==> config.mk <==
export PLATFORM = sky130hd
export DESIGN_NAME = round_robin_thread_scheduler
export DESIGN_NICKNAME = d
export VERILOG_FILES = /design/src/rrts_pkg.sv /design/src/rrts_ring.sv /design/src/rrts_acct.sv /design/src/round_robin_thread_scheduler.sv
export VERILOG_INCLUDE_DIRS = /design/src /design/src/src
export SDC_FILE = /design/constraint.sdc
export NUM_CORES = 2
export LEC_CHECK = 0
export ABC_AREA = 1
export BUFFER_PORTS_ARGS = -buffer_cell sky130_fd_sc_hd__buf_2
export CORE_UTILIZATION = 60
export DETAILED_ROUTE_END_ITERATION = 10
export GPL_TIMING_DRIVEN = 0
export PLACE_DENSITY = 0.82
export RECOVER_POWER = 50
export SETUP_SLACK_MARGIN = 0.3
export SLEW_MARGIN = 20
export SYNTH_ARGS = -nofsm -noshare
export SYNTH_HDL_FRONTEND = slang
export SYNTH_SLANG_ARGS = --single-unit
export TNS_END_PERCENT = 10
==> constraint.sdc <==
create_clock -name clk -period 9.7 [get_ports clk]
set_clock_uncertainty 0.1 [all_clocks]
set_input_delay 2.425 -clock clk [delete_from_list [all_inputs] [get_ports clk]]
set_output_delay 2.425 -clock clk [all_outputs]
set_load 0.02 [all_outputs]
==> src/round_robin_thread_scheduler_defines.svh <==
// ----------------------------------------------------------------------------
// round robin thread scheduler assertion macros
// shared checks, clocked on clk and disabled while arst_n is low
// ----------------------------------------------------------------------------
`ifndef ROUND_ROBIN_THREAD_SCHEDULER_DEFINES_SVH
`define ROUND_ROBIN_THREAD_SCHEDULER_DEFINES_SVH

// condition implies consequence in the same cycle
`define RRTS_ASSERT_NOW(lbl, cond, cons, msg) \
	lbl: assert property (@(posedge clk) disable iff (!arst_n) (cond) |-> (cons)) \
		else $error(msg);

// condition implies consequence in the next cycle
`define RRTS_ASSERT_NEXT(lbl, cond, cons, msg) \
	lbl: assert property (@(posedge clk) disable iff (!arst_n) (cond) |=> (cons)) \
		else $error(msg);

`endif

==> src/rrts_pkg.sv <==
// ----------------------------------------------------------------------------
// rrts_pkg
// types and constants shared by the round robin thread scheduler
// ----------------------------------------------------------------------------
`default_nettype none

package rrts_pkg;

	localparam int THREADS_DEF = 16;
	localparam int CYC_W       = 48;
	localparam int TID_W       = 4;

	typedef enum logic [1:0] {
		CMD_SPAWN  = 2'd0,
		CMD_EXIT   = 2'd1,
		CMD_JOIN   = 2'd2,
		CMD_SWITCH = 2'd3
	} cmd_code_t;

	typedef enum logic [1:0] {
		ST_READY   = 2'd0,
		ST_RUNNING = 2'd1,
		ST_BLOCKED = 2'd2
	} slot_state_t;

	typedef struct packed {
		cmd_code_t          cmd;
		logic [TID_W-1:0]   target_thread;
		logic [CYC_W-1:0]   now_cycle;
	} req_t;

	typedef struct packed {
		logic [TID_W-1:0]   result_thread;
		logic               ok;
		logic               switched;
		logic               none_ready;
		logic [CYC_W-1:0]   old_thread_cycles;
	} rsp_t;

endpackage

`default_nettype wire

==> src/rrts_ring.sv <==
// ----------------------------------------------------------------------------
// rrts_ring
// ring of thread ids, one write and one registered read per cycle
// ----------------------------------------------------------------------------
`default_nettype none

module rrts_ring #(
	parameter int THREADS = rrts_pkg::THREADS_DEF
) (
	input  wire logic                       clk,
	input  wire logic                       we,
	input  wire logic [$clog2(THREADS)-1:0] waddr,
	input  wire logic [$clog2(THREADS)-1:0] wdata,
	input  wire logic [$clog2(THREADS)-1:0] raddr,
	output logic      [$clog2(THREADS)-1:0] rdata
);
	import rrts_pkg::*;

	localparam int ID_W = $clog2(THREADS);

	logic [ID_W-1:0] mem [THREADS];
	logic [ID_W-1:0] rdata_q;

	// write-first: a read of the entry being written sees the new id
	always_ff @(posedge clk) begin
		if (we) begin
			mem[waddr] <= wdata;
		end
		if (we && (waddr == raddr)) begin
			rdata_q <= wdata;
		end else begin
			rdata_q <= mem[raddr];
		end
	end

	assign rdata = rdata_q;

endmodule

`default_nettype wire

==> src/rrts_acct.sv <==
// ----------------------------------------------------------------------------
// rrts_acct
// per-thread cycle totals, entries read as zero until written
// ----------------------------------------------------------------------------
`default_nettype none

module rrts_acct #(
	parameter int THREADS = rrts_pkg::THREADS_DEF
) (
	input  wire logic                       clk,
	input  wire logic                       arst_n,
	input  wire logic                       clr,
	input  wire logic [$clog2(THREADS)-1:0] clr_idx,
	input  wire logic                       we,
	input  wire logic [$clog2(THREADS)-1:0] waddr,
	input  wire logic [rrts_pkg::CYC_W-1:0] wdata,
	input  wire logic [$clog2(THREADS)-1:0] raddr,
	output logic      [rrts_pkg::CYC_W-1:0] rdata
);
	import rrts_pkg::*;

	logic [CYC_W-1:0]   mem [THREADS];
	logic [CYC_W-1:0]   rdata_q;
	logic [THREADS-1:0] valid_q;
	logic               rvalid_s1;

	always_ff @(posedge clk) begin
		if (we) begin
			mem[waddr] <= wdata;
		end
		rdata_q <= mem[raddr];
	end

	always_ff @(posedge clk or negedge arst_n) begin
		if (!arst_n) begin
			valid_q   <= '0;
			rvalid_s1 <= 1'b0;
		end else begin
			rvalid_s1 <= valid_q[raddr];
			if (clr) begin
				valid_q[clr_idx] <= 1'b0;
			end
			if (we) begin
				valid_q[waddr] <= 1'b1;
			end
		end
	end

	assign rdata = rvalid_s1 ? rdata_q : '0;

endmodule

`default_nettype wire

==> src/round_robin_thread_scheduler.sv <==
// ----------------------------------------------------------------------------
// round_robin_thread_scheduler
// thread table with spawn, exit, join and round robin switch
// ----------------------------------------------------------------------------
//  channel | dir | handshake             | payload
//  req     | in  | req_valid / req_stall | req_t  (cmd, target_thread, now_cycle)
//  rsp     | out | rsp_valid / rsp_stall | rsp_t  (one item per request)
//
// spawn, exit and join load the result register on accept and go to S_DONE.
// switch passes S_ACC and S_ADD, then S_RDQ and S_EVAL for the ring walk:
// S_EVAL visits ring entries (1 .. ring count), one entry read per cycle and
// skipped entries requeued; with an empty ring S_ADD goes to S_DONE. S_DONE
// loads the output register and returns to S_IDLE, which takes the next item.
// reset is immediate, no clearing pass; cycle totals use per-slot valid bits.
// a stalled result holds the block only when a second result is ready.
// ----------------------------------------------------------------------------
`default_nettype none

module round_robin_thread_scheduler #(
	parameter int THREADS = rrts_pkg::THREADS_DEF
) (
	input  wire logic           clk,
	input  wire logic           arst_n,
	input  wire logic           req_valid,
	output logic                req_stall,
	input  wire rrts_pkg::req_t req,
	output logic                rsp_valid,
	input  wire logic           rsp_stall,
	output rrts_pkg::rsp_t      rsp
);
	import rrts_pkg::*;

	`include "round_robin_thread_scheduler_defines.svh"

	localparam int ID_W = $clog2(THREADS);
	localparam int CNT_W = ID_W + 1;
	localparam logic [CNT_W-1:0] TCNT = CNT_W'(THREADS);

	typedef enum logic [5:0] {
		S_IDLE = 6'b000001,
		S_ACC  = 6'b000010,
		S_ADD  = 6'b000100,
		S_RDQ  = 6'b001000,
		S_EVAL = 6'b010000,
		S_DONE = 6'b100000
	} fsm_t;

	fsm_t             fsm_q;
	logic [THREADS-1:0] used_q;
	slot_state_t      st_q [THREADS];
	logic [THREADS-1:0] wt_v_q;
	logic [ID_W-1:0]  wt_id_q [THREADS];
	logic [ID_W-1:0]  head_q;
	logic [CNT_W-1:0] count_q;
	logic [CNT_W-1:0] steps_q;
	logic [ID_W-1:0]  running_q;
	logic             run_in_q;
	logic [CYC_W-1:0] last_q;
	logic [CYC_W-1:0] now_q;
	logic [CYC_W-1:0] oc_q;
	logic [CYC_W-1:0] d_q;
	rsp_t             res_q;
	rsp_t             rsp_q;
	logic             rsp_valid_q;

	logic             accept;
	logic [ID_W-1:0]  tail;
	logic [ID_W-1:0]  head_inc;
	logic             free_found;
	logic [ID_W-1:0]  free_idx;
	logic             hit;
	logic             last;
	logic [ID_W-1:0]  tgt_id;
	logic             tgt_live;
	logic             spawn_ok;
	logic             exit_ok;
	logic             join_ok;
	logic [CYC_W:0]   sum;
	logic [CYC_W-1:0] sat;

	logic             ring_we;
	logic [ID_W-1:0]  ring_waddr;
	logic [ID_W-1:0]  ring_wdata;
	logic [ID_W-1:0]  ring_raddr;
	logic [ID_W-1:0]  ring_rdata;
	logic             acct_clr;
	logic             acct_we;
	logic [CYC_W-1:0] acct_rdata;

	function automatic logic [ID_W-1:0] wrap(input logic [CNT_W-1:0] s);
		logic [CNT_W-1:0] r;
		r = (s >= TCNT) ? (s - TCNT) : s;
		return ID_W'(r);
	endfunction

	function automatic rsp_t mk_rsp(input logic [ID_W-1:0] tid, input logic okv);
		rsp_t r;
		r = '0;
		r.result_thread = TID_W'(tid);
		r.ok = okv;
		return r;
	endfunction

	assign accept    = req_valid && !req_stall;
	assign req_stall = (fsm_q != S_IDLE);
	assign rsp_valid = rsp_valid_q;
	assign rsp       = rsp_q;

	assign tail     = wrap(CNT_W'(head_q) + count_q);
	assign head_inc = wrap(CNT_W'(head_q) + CNT_W'(1));
	assign hit      = used_q[ring_rdata] && (st_q[ring_rdata] != ST_BLOCKED);
	assign last     = ((steps_q + CNT_W'(1)) == count_q);
	assign tgt_id   = ID_W'(req.target_thread);
	assign tgt_live = (int'(req.target_thread) < THREADS) && used_q[tgt_id];
	assign spawn_ok = free_found && (count_q < TCNT);
	assign exit_ok  = run_in_q && used_q[running_q] && (st_q[running_q] == ST_RUNNING);
	assign join_ok  = run_in_q && tgt_live;
	assign sum      = {1'b0, oc_q} + {1'b0, d_q};
	assign sat      = sum[CYC_W] ? '1 : sum[CYC_W-1:0];

	// lowest free slot
	always_comb begin
		free_found = 1'b0;
		free_idx   = '0;
		for (int i = THREADS - 1; i >= 0; i--) begin
			if (!used_q[i]) begin
				free_found = 1'b1;
				free_idx   = ID_W'(i);
			end
		end
	end

	always_comb begin
		ring_we    = 1'b0;
		ring_waddr = tail;
		ring_wdata = running_q;
		ring_raddr = head_q;
		acct_clr   = 1'b0;
		acct_we    = 1'b0;
		unique case (fsm_q)
			S_IDLE: begin
				if (accept && (req.cmd == CMD_SPAWN) && spawn_ok) begin
					ring_we    = 1'b1;
					ring_wdata = free_idx;
					acct_clr   = 1'b1;
				end
			end
			S_ADD: begin
				ring_we = run_in_q;
				acct_we = run_in_q;
			end
			S_EVAL: begin
				// requeue a skipped entry; the final entry stays when the old thread returns
				if (!hit && !(last && run_in_q)) begin
					ring_we    = 1'b1;
					ring_wdata = ring_rdata;
					ring_raddr = head_inc;
				end
			end
			default: begin
			end
		endcase
	end

	rrts_ring #(
		.THREADS(THREADS)
	) u_ring (
		.clk  (clk),
		.we   (ring_we),
		.waddr(ring_waddr),
		.wdata(ring_wdata),
		.raddr(ring_raddr),
		.rdata(ring_rdata)
	);

	rrts_acct #(
		.THREADS(THREADS)
	) u_acct (
		.clk    (clk),
		.arst_n (arst_n),
		.clr    (acct_clr),
		.clr_idx(free_idx),
		.we     (acct_we),
		.waddr  (running_q),
		.wdata  (sat),
		.raddr  (running_q),
		.rdata  (acct_rdata)
	);

	always_ff @(posedge clk or negedge arst_n) begin
		if (!arst_n) begin
			fsm_q       <= S_IDLE;
			used_q      <= THREADS'(1);
			for (int i = 0; i < THREADS; i++) begin
				st_q[i]    <= (i == 0) ? ST_RUNNING : ST_READY;
				wt_id_q[i] <= '0;
			end
			wt_v_q      <= '0;
			head_q      <= '0;
			count_q     <= CNT_W'(1);
			steps_q     <= '0;
			running_q   <= '0;
			run_in_q    <= 1'b1;
			last_q      <= '0;
			now_q       <= '0;
			oc_q        <= '0;
			d_q         <= '0;
			res_q       <= '0;
			rsp_q       <= '0;
			rsp_valid_q <= 1'b0;
		end else begin
			if ((fsm_q == S_DONE) && (!rsp_valid_q || !rsp_stall)) begin
				rsp_valid_q <= 1'b1;
			end else if (rsp_valid_q && !rsp_stall) begin
				rsp_valid_q <= 1'b0;
			end
			unique case (fsm_q)
				S_IDLE: begin
					if (accept) begin
						unique case (req.cmd)
							CMD_SPAWN: begin
								if (spawn_ok) begin
									used_q[free_idx] <= 1'b1;
									st_q[free_idx]   <= ST_READY;
									wt_v_q[free_idx] <= 1'b0;
									count_q          <= count_q + CNT_W'(1);
									res_q            <= mk_rsp(free_idx, 1'b1);
								end else begin
									res_q <= mk_rsp('0, 1'b0);
								end
								fsm_q <= S_DONE;
							end
							CMD_EXIT: begin
								res_q <= mk_rsp(running_q, exit_ok);
								if (exit_ok) begin
									// free the exiting thread, wake every thread joined on it
									for (int i = 0; i < THREADS; i++) begin
										if (ID_W'(i) == running_q) begin
											used_q[i] <= 1'b0;
											st_q[i]   <= ST_READY;
											wt_v_q[i] <= 1'b0;
										end else if (wt_v_q[i] && (wt_id_q[i] == running_q)) begin
											wt_v_q[i] <= 1'b0;
											st_q[i]   <= ST_READY;
										end
									end
									head_q   <= head_inc;
									count_q  <= count_q - CNT_W'(1);
									run_in_q <= 1'b0;
								end
								fsm_q <= S_DONE;
							end
							CMD_JOIN: begin
								res_q <= mk_rsp(running_q, join_ok);
								if (join_ok) begin
									wt_v_q[running_q]  <= 1'b1;
									wt_id_q[running_q] <= tgt_id;
									st_q[running_q]    <= ST_BLOCKED;
								end
								fsm_q <= S_DONE;
							end
							CMD_SWITCH: begin
								res_q <= '0;
								now_q <= req.now_cycle;
								fsm_q <= S_ACC;
							end
						endcase
					end
				end
				S_ACC: begin
					oc_q   <= acct_rdata;
					d_q    <= now_q - last_q;
					last_q <= now_q;
					if (run_in_q && (st_q[running_q] != ST_BLOCKED)) begin
						st_q[running_q] <= ST_READY;
					end
					fsm_q <= S_ADD;
				end
				S_ADD: begin
					// old thread goes to the tail
					if (run_in_q) begin
						head_q <= head_inc;
					end
					steps_q <= '0;
					res_q.old_thread_cycles <= oc_q;
					res_q.result_thread     <= TID_W'(running_q);
					if (count_q == '0) begin
						res_q.none_ready <= 1'b1;
						fsm_q <= S_DONE;
					end else begin
						fsm_q <= S_RDQ;
					end
				end
				S_RDQ: begin
					fsm_q <= S_EVAL;
				end
				S_EVAL: begin
					if (hit) begin
						st_q[ring_rdata]    <= ST_RUNNING;
						running_q           <= ring_rdata;
						run_in_q            <= 1'b1;
						res_q.result_thread <= TID_W'(ring_rdata);
						res_q.switched      <= (ring_rdata != running_q);
						fsm_q <= S_DONE;
					end else begin
						if (!(last && run_in_q)) begin
							head_q <= head_inc;
						end
						steps_q <= steps_q + CNT_W'(1);
						if (last) begin
							res_q.none_ready <= 1'b1;
							fsm_q <= S_DONE;
						end
					end
				end
				S_DONE: begin
					if (!rsp_valid_q || !rsp_stall) begin
						rsp_q <= res_q;
						fsm_q <= S_IDLE;
					end
				end
				default: begin
					fsm_q <= S_IDLE;
				end
			endcase
		end
	end

	`RRTS_ASSERT_NOW(a_count_bound, 1'b1, count_q <= TCNT, "ring count above thread count")
	`RRTS_ASSERT_NOW(a_walk_bound, fsm_q == S_EVAL, steps_q < count_q,
		"ring walk past ring count")
	`RRTS_ASSERT_NOW(a_run_used, run_in_q, used_q[running_q],
		"running thread slot not in use")
	`RRTS_ASSERT_NEXT(a_rsp_from_done, !rsp_valid_q && fsm_q != S_DONE, !rsp_valid_q,
		"result item without finished command")

endmodule

`default_nettype wire
==> impl_results.md <==
- Status: finished with violations
- Violated checks: max-capacitance violations, max-slew violations
- Die width: 320 um
- Pwr Density: 310 mW/mm^2
- Design area: 0.0680 sq mm
- #FFs+latches synth: 1357
- Worst slew margin: -67.9%
- Antenna violations before repair: 9
- Clock transition at path regs: 0.06 ns
- Post-synth top area cell: edfxtp_1
- Pre-CTS setup slack: 3.66 ns
- Largest net degree at the start of global routing: 105
- Area Growth Syn to Fin: 11.8%
- Pre-Repair DR Iteration Count: 9
- Power, Total: 21.1 mW
- DR vias: 48471
- Fin nets: 6274
- Sw Pwr: 8.30 mW
- Post-synth top area share: 41.1%
- Area after DPL: 0.0642 sq mm
- Final Setup Violations: 0
- CP required: 9.96 ns
- Crit path capture type: flop
- Period utilization: 69.5%
- Setup bufs post-CTS: 0
- Avg WL per Cell: 25.1 um
- Hold Buf Count CTS: 0
- Clk pwr share: 24.9%
- Maximum VDD drop: 180 uV
- Post-synth ARST share: 34.9%
- Overall Global Routing Usage: 36.7%
- Max-cap check violation count: 14
- Leak Pwr: 26.6 nW
- Tmin final: 6.74 ns
- Final non-filler cell total: 7577
- CTS tree: done
- Residual DRC count: 0
- Total negative slack: 0 ns
- RSZ-0062 raised after global routing: no
- WL final: 190000 um
- Count leader, synth: nand2_1
- Count of cell types in the netlist: 64
- Clk_lat worst skew: 0.80 ns
- Kind of critical path: reg2reg
- Top_reg_cell synth: edfxtp_1
- Row Count: 116
- Combinational share of power: 35.6%
- Final Hold Vio Count: 0
- Slew Limit Fails: 403
- CTS sink count: 1357
- Initial Util: 60.7%
- Clk buf depth: 3
- P_int: 12.8 mW
- Post-route ant nets: 0
- Sequential share of the synthesized area: 62.2%
- Post-CTS sizing: 0
- Leading post-synthesis cells by cell area: edfxtp_1 (41%), dfrtp_1 (19%), nand2_1 (6.5%), a22oi_1 (4.9%), o21ai_0 (3.7%)
- Grt ovf: 0
- Die area: 0.103 sq mm
- Vias/cell: 6.40
- Detail Placement HPWL: 136000 um
- # H-tree levels: 4
- CP startpoint kind: flop
- Hold WC Path Type: reg2reg
- Syn nets: 5983
- Clock root buffer: clkbuf_16
- Flop pwr share: 39.5%
- CP max FO: 22
- Worst-Margin Slew: 2.52 ns
- Ratio of cells with drive above 1 in the final layout: 6.63%
- Placed cells: 7322
- Top cells by count, synth: nand2_1 (1047), edfxtp_1 (832), inv_1 (507), dfrtp_1 (468), o21ai_0 (452)
- Number of flops mapped to enable cells by yosys: 832
- Crit path DAT: 7.00 ns
- Worst Setup Slack, final: 2.96 ns
- Yosys warns: 0
- Fmax: 148 MHz
- Post-Syn Area: 0.0608 sq mm
- Switching Share: 39.4%
- Flop-to-flop setup slack: 2.96 ns
- Vias in the first global route: 46265
- Final GP Congestion: 1.02
- Syn_area_per_cell: 10.5 sq um
- Die Y: 320 um
- Port Buffer Count: 114
- CTS Buf Count: 137
- Iteration-0 DRC Markers: 6438
- Mapped Cells: 5813
- First-pass GRT wire length: 282000 um
- Total I/O pin count: 115
- CORE AREA: 0.100 sq mm
==> worst max-delay path, cell delays in order (launching register included) <==
cell and delay, ns:
dfrtp_1 0.48, inv_1 0.18, clkbuf_1 0.54, nand2_1 0.41, clkbuf_1 0.41, nor2_1 0.50
inv_1 0.37, nor2_1 1.07, clkbuf_1 1.01, clkbuf_1 1.24
==> power by group through the flow <==
stage	Clock (mW)	Combinational, mW	Sequential [mW]
2_1_floorplan	0	4.74	8.30
5_1_grt	5.48	8.13	8.37
3_5_place_dp	0	7.26	8.40
3_3_place_gp	0	7.07	8.38
6_report	5.25	7.49	8.33
4_1_cts	5.26	7.32	8.30
==> flip-flops by register name, indices dropped and copies added, names as in the netlist, 6 cells and up, named ones only <==
signal and flops:
st_q 32, u_acct.valid_q 16, last_q 48, wt_id_q 64, oc_q 48, d_q 48, used_q 16, u_acct.mem 768
wt_v_q 16, u_ring.mem 64, now_q 48, fsm_q 6, rsp 55, res_q 55, u_acct.rdata_q 48
==> metrics by stage <==
step                      utilization (%)  hold WS (ns)
final                                67.8         0.370
after global routing                 67.8         0.409
after CTS                            68.5         0.377
after detailed placement             64.0         0.362
after global placement               62.9         0.362
after floorplan                         -         0.342
==> cells in the final DEF, fill, tap and decap left out, types with 108 or more instances in the layout <==
cell type	count
ha_1	108
dfrtp_1	468
nand3_1	284
a21oi_1	441
clkbuf_1	316
o21ai_0	452
clkbuf_16	138
a22oi_1	396
nor2_1	300
nand2_1	1052
edfxtp_1	832
inv_1	513
==> area by class of cell <==
cell class                      count  area, sq um
Clock inverter                     74          756
Timing Repair Buffer              152         1050
Multi-Input combinational cell   3668        19900
Fill cell                        7296        32300
Clock buffer                      176         3740
Tap cell                         1357         1700
Inverter                          532         2000
Antenna cell                        5         12.5
Buffer                            256         1060
Sequential cell                  1357        37900
==> per-layer routing <==
metal / track usage, % / vias to the layer above / part of all wire (%)
met5: 0 / - / 0.022
met2: 55.9 / 3194 / 45
li1: - / 21268 / -
met1: 51.1 / 23472 / 39
met3: 8.92 / 531 / 12
met4: 14.7 / 6 / 3.9
==> logic make-up after synthesis <==
logic type	Yosys count	synth area share (%)
simple gates	1856	13.2
fa+ha+maj	112	2.35
xor+xnor	88	1.27
mux	7	0.127
compound gates	1605	15.7
buf+inv	788	5.07
flops	1357	62.2
==> final timing paths <==
check	startpoint	endpoint	depth (start not counted)
min	u_acct.rdata_q[36]	oc_q[36]	2
max reg2reg	running_q[0]	u_acct.mem[14][35]	9
min reg2reg	u_acct.rdata_q[36]	oc_q[36]	2
max	running_q[0]	u_acct.mem[14][35]	9
min in group asynchronous	arst_n	st_q[8]	1
max in group asynchronous	arst_n	rsp[37]	4
Note: power is estimated with default switching activity, not from simulation.
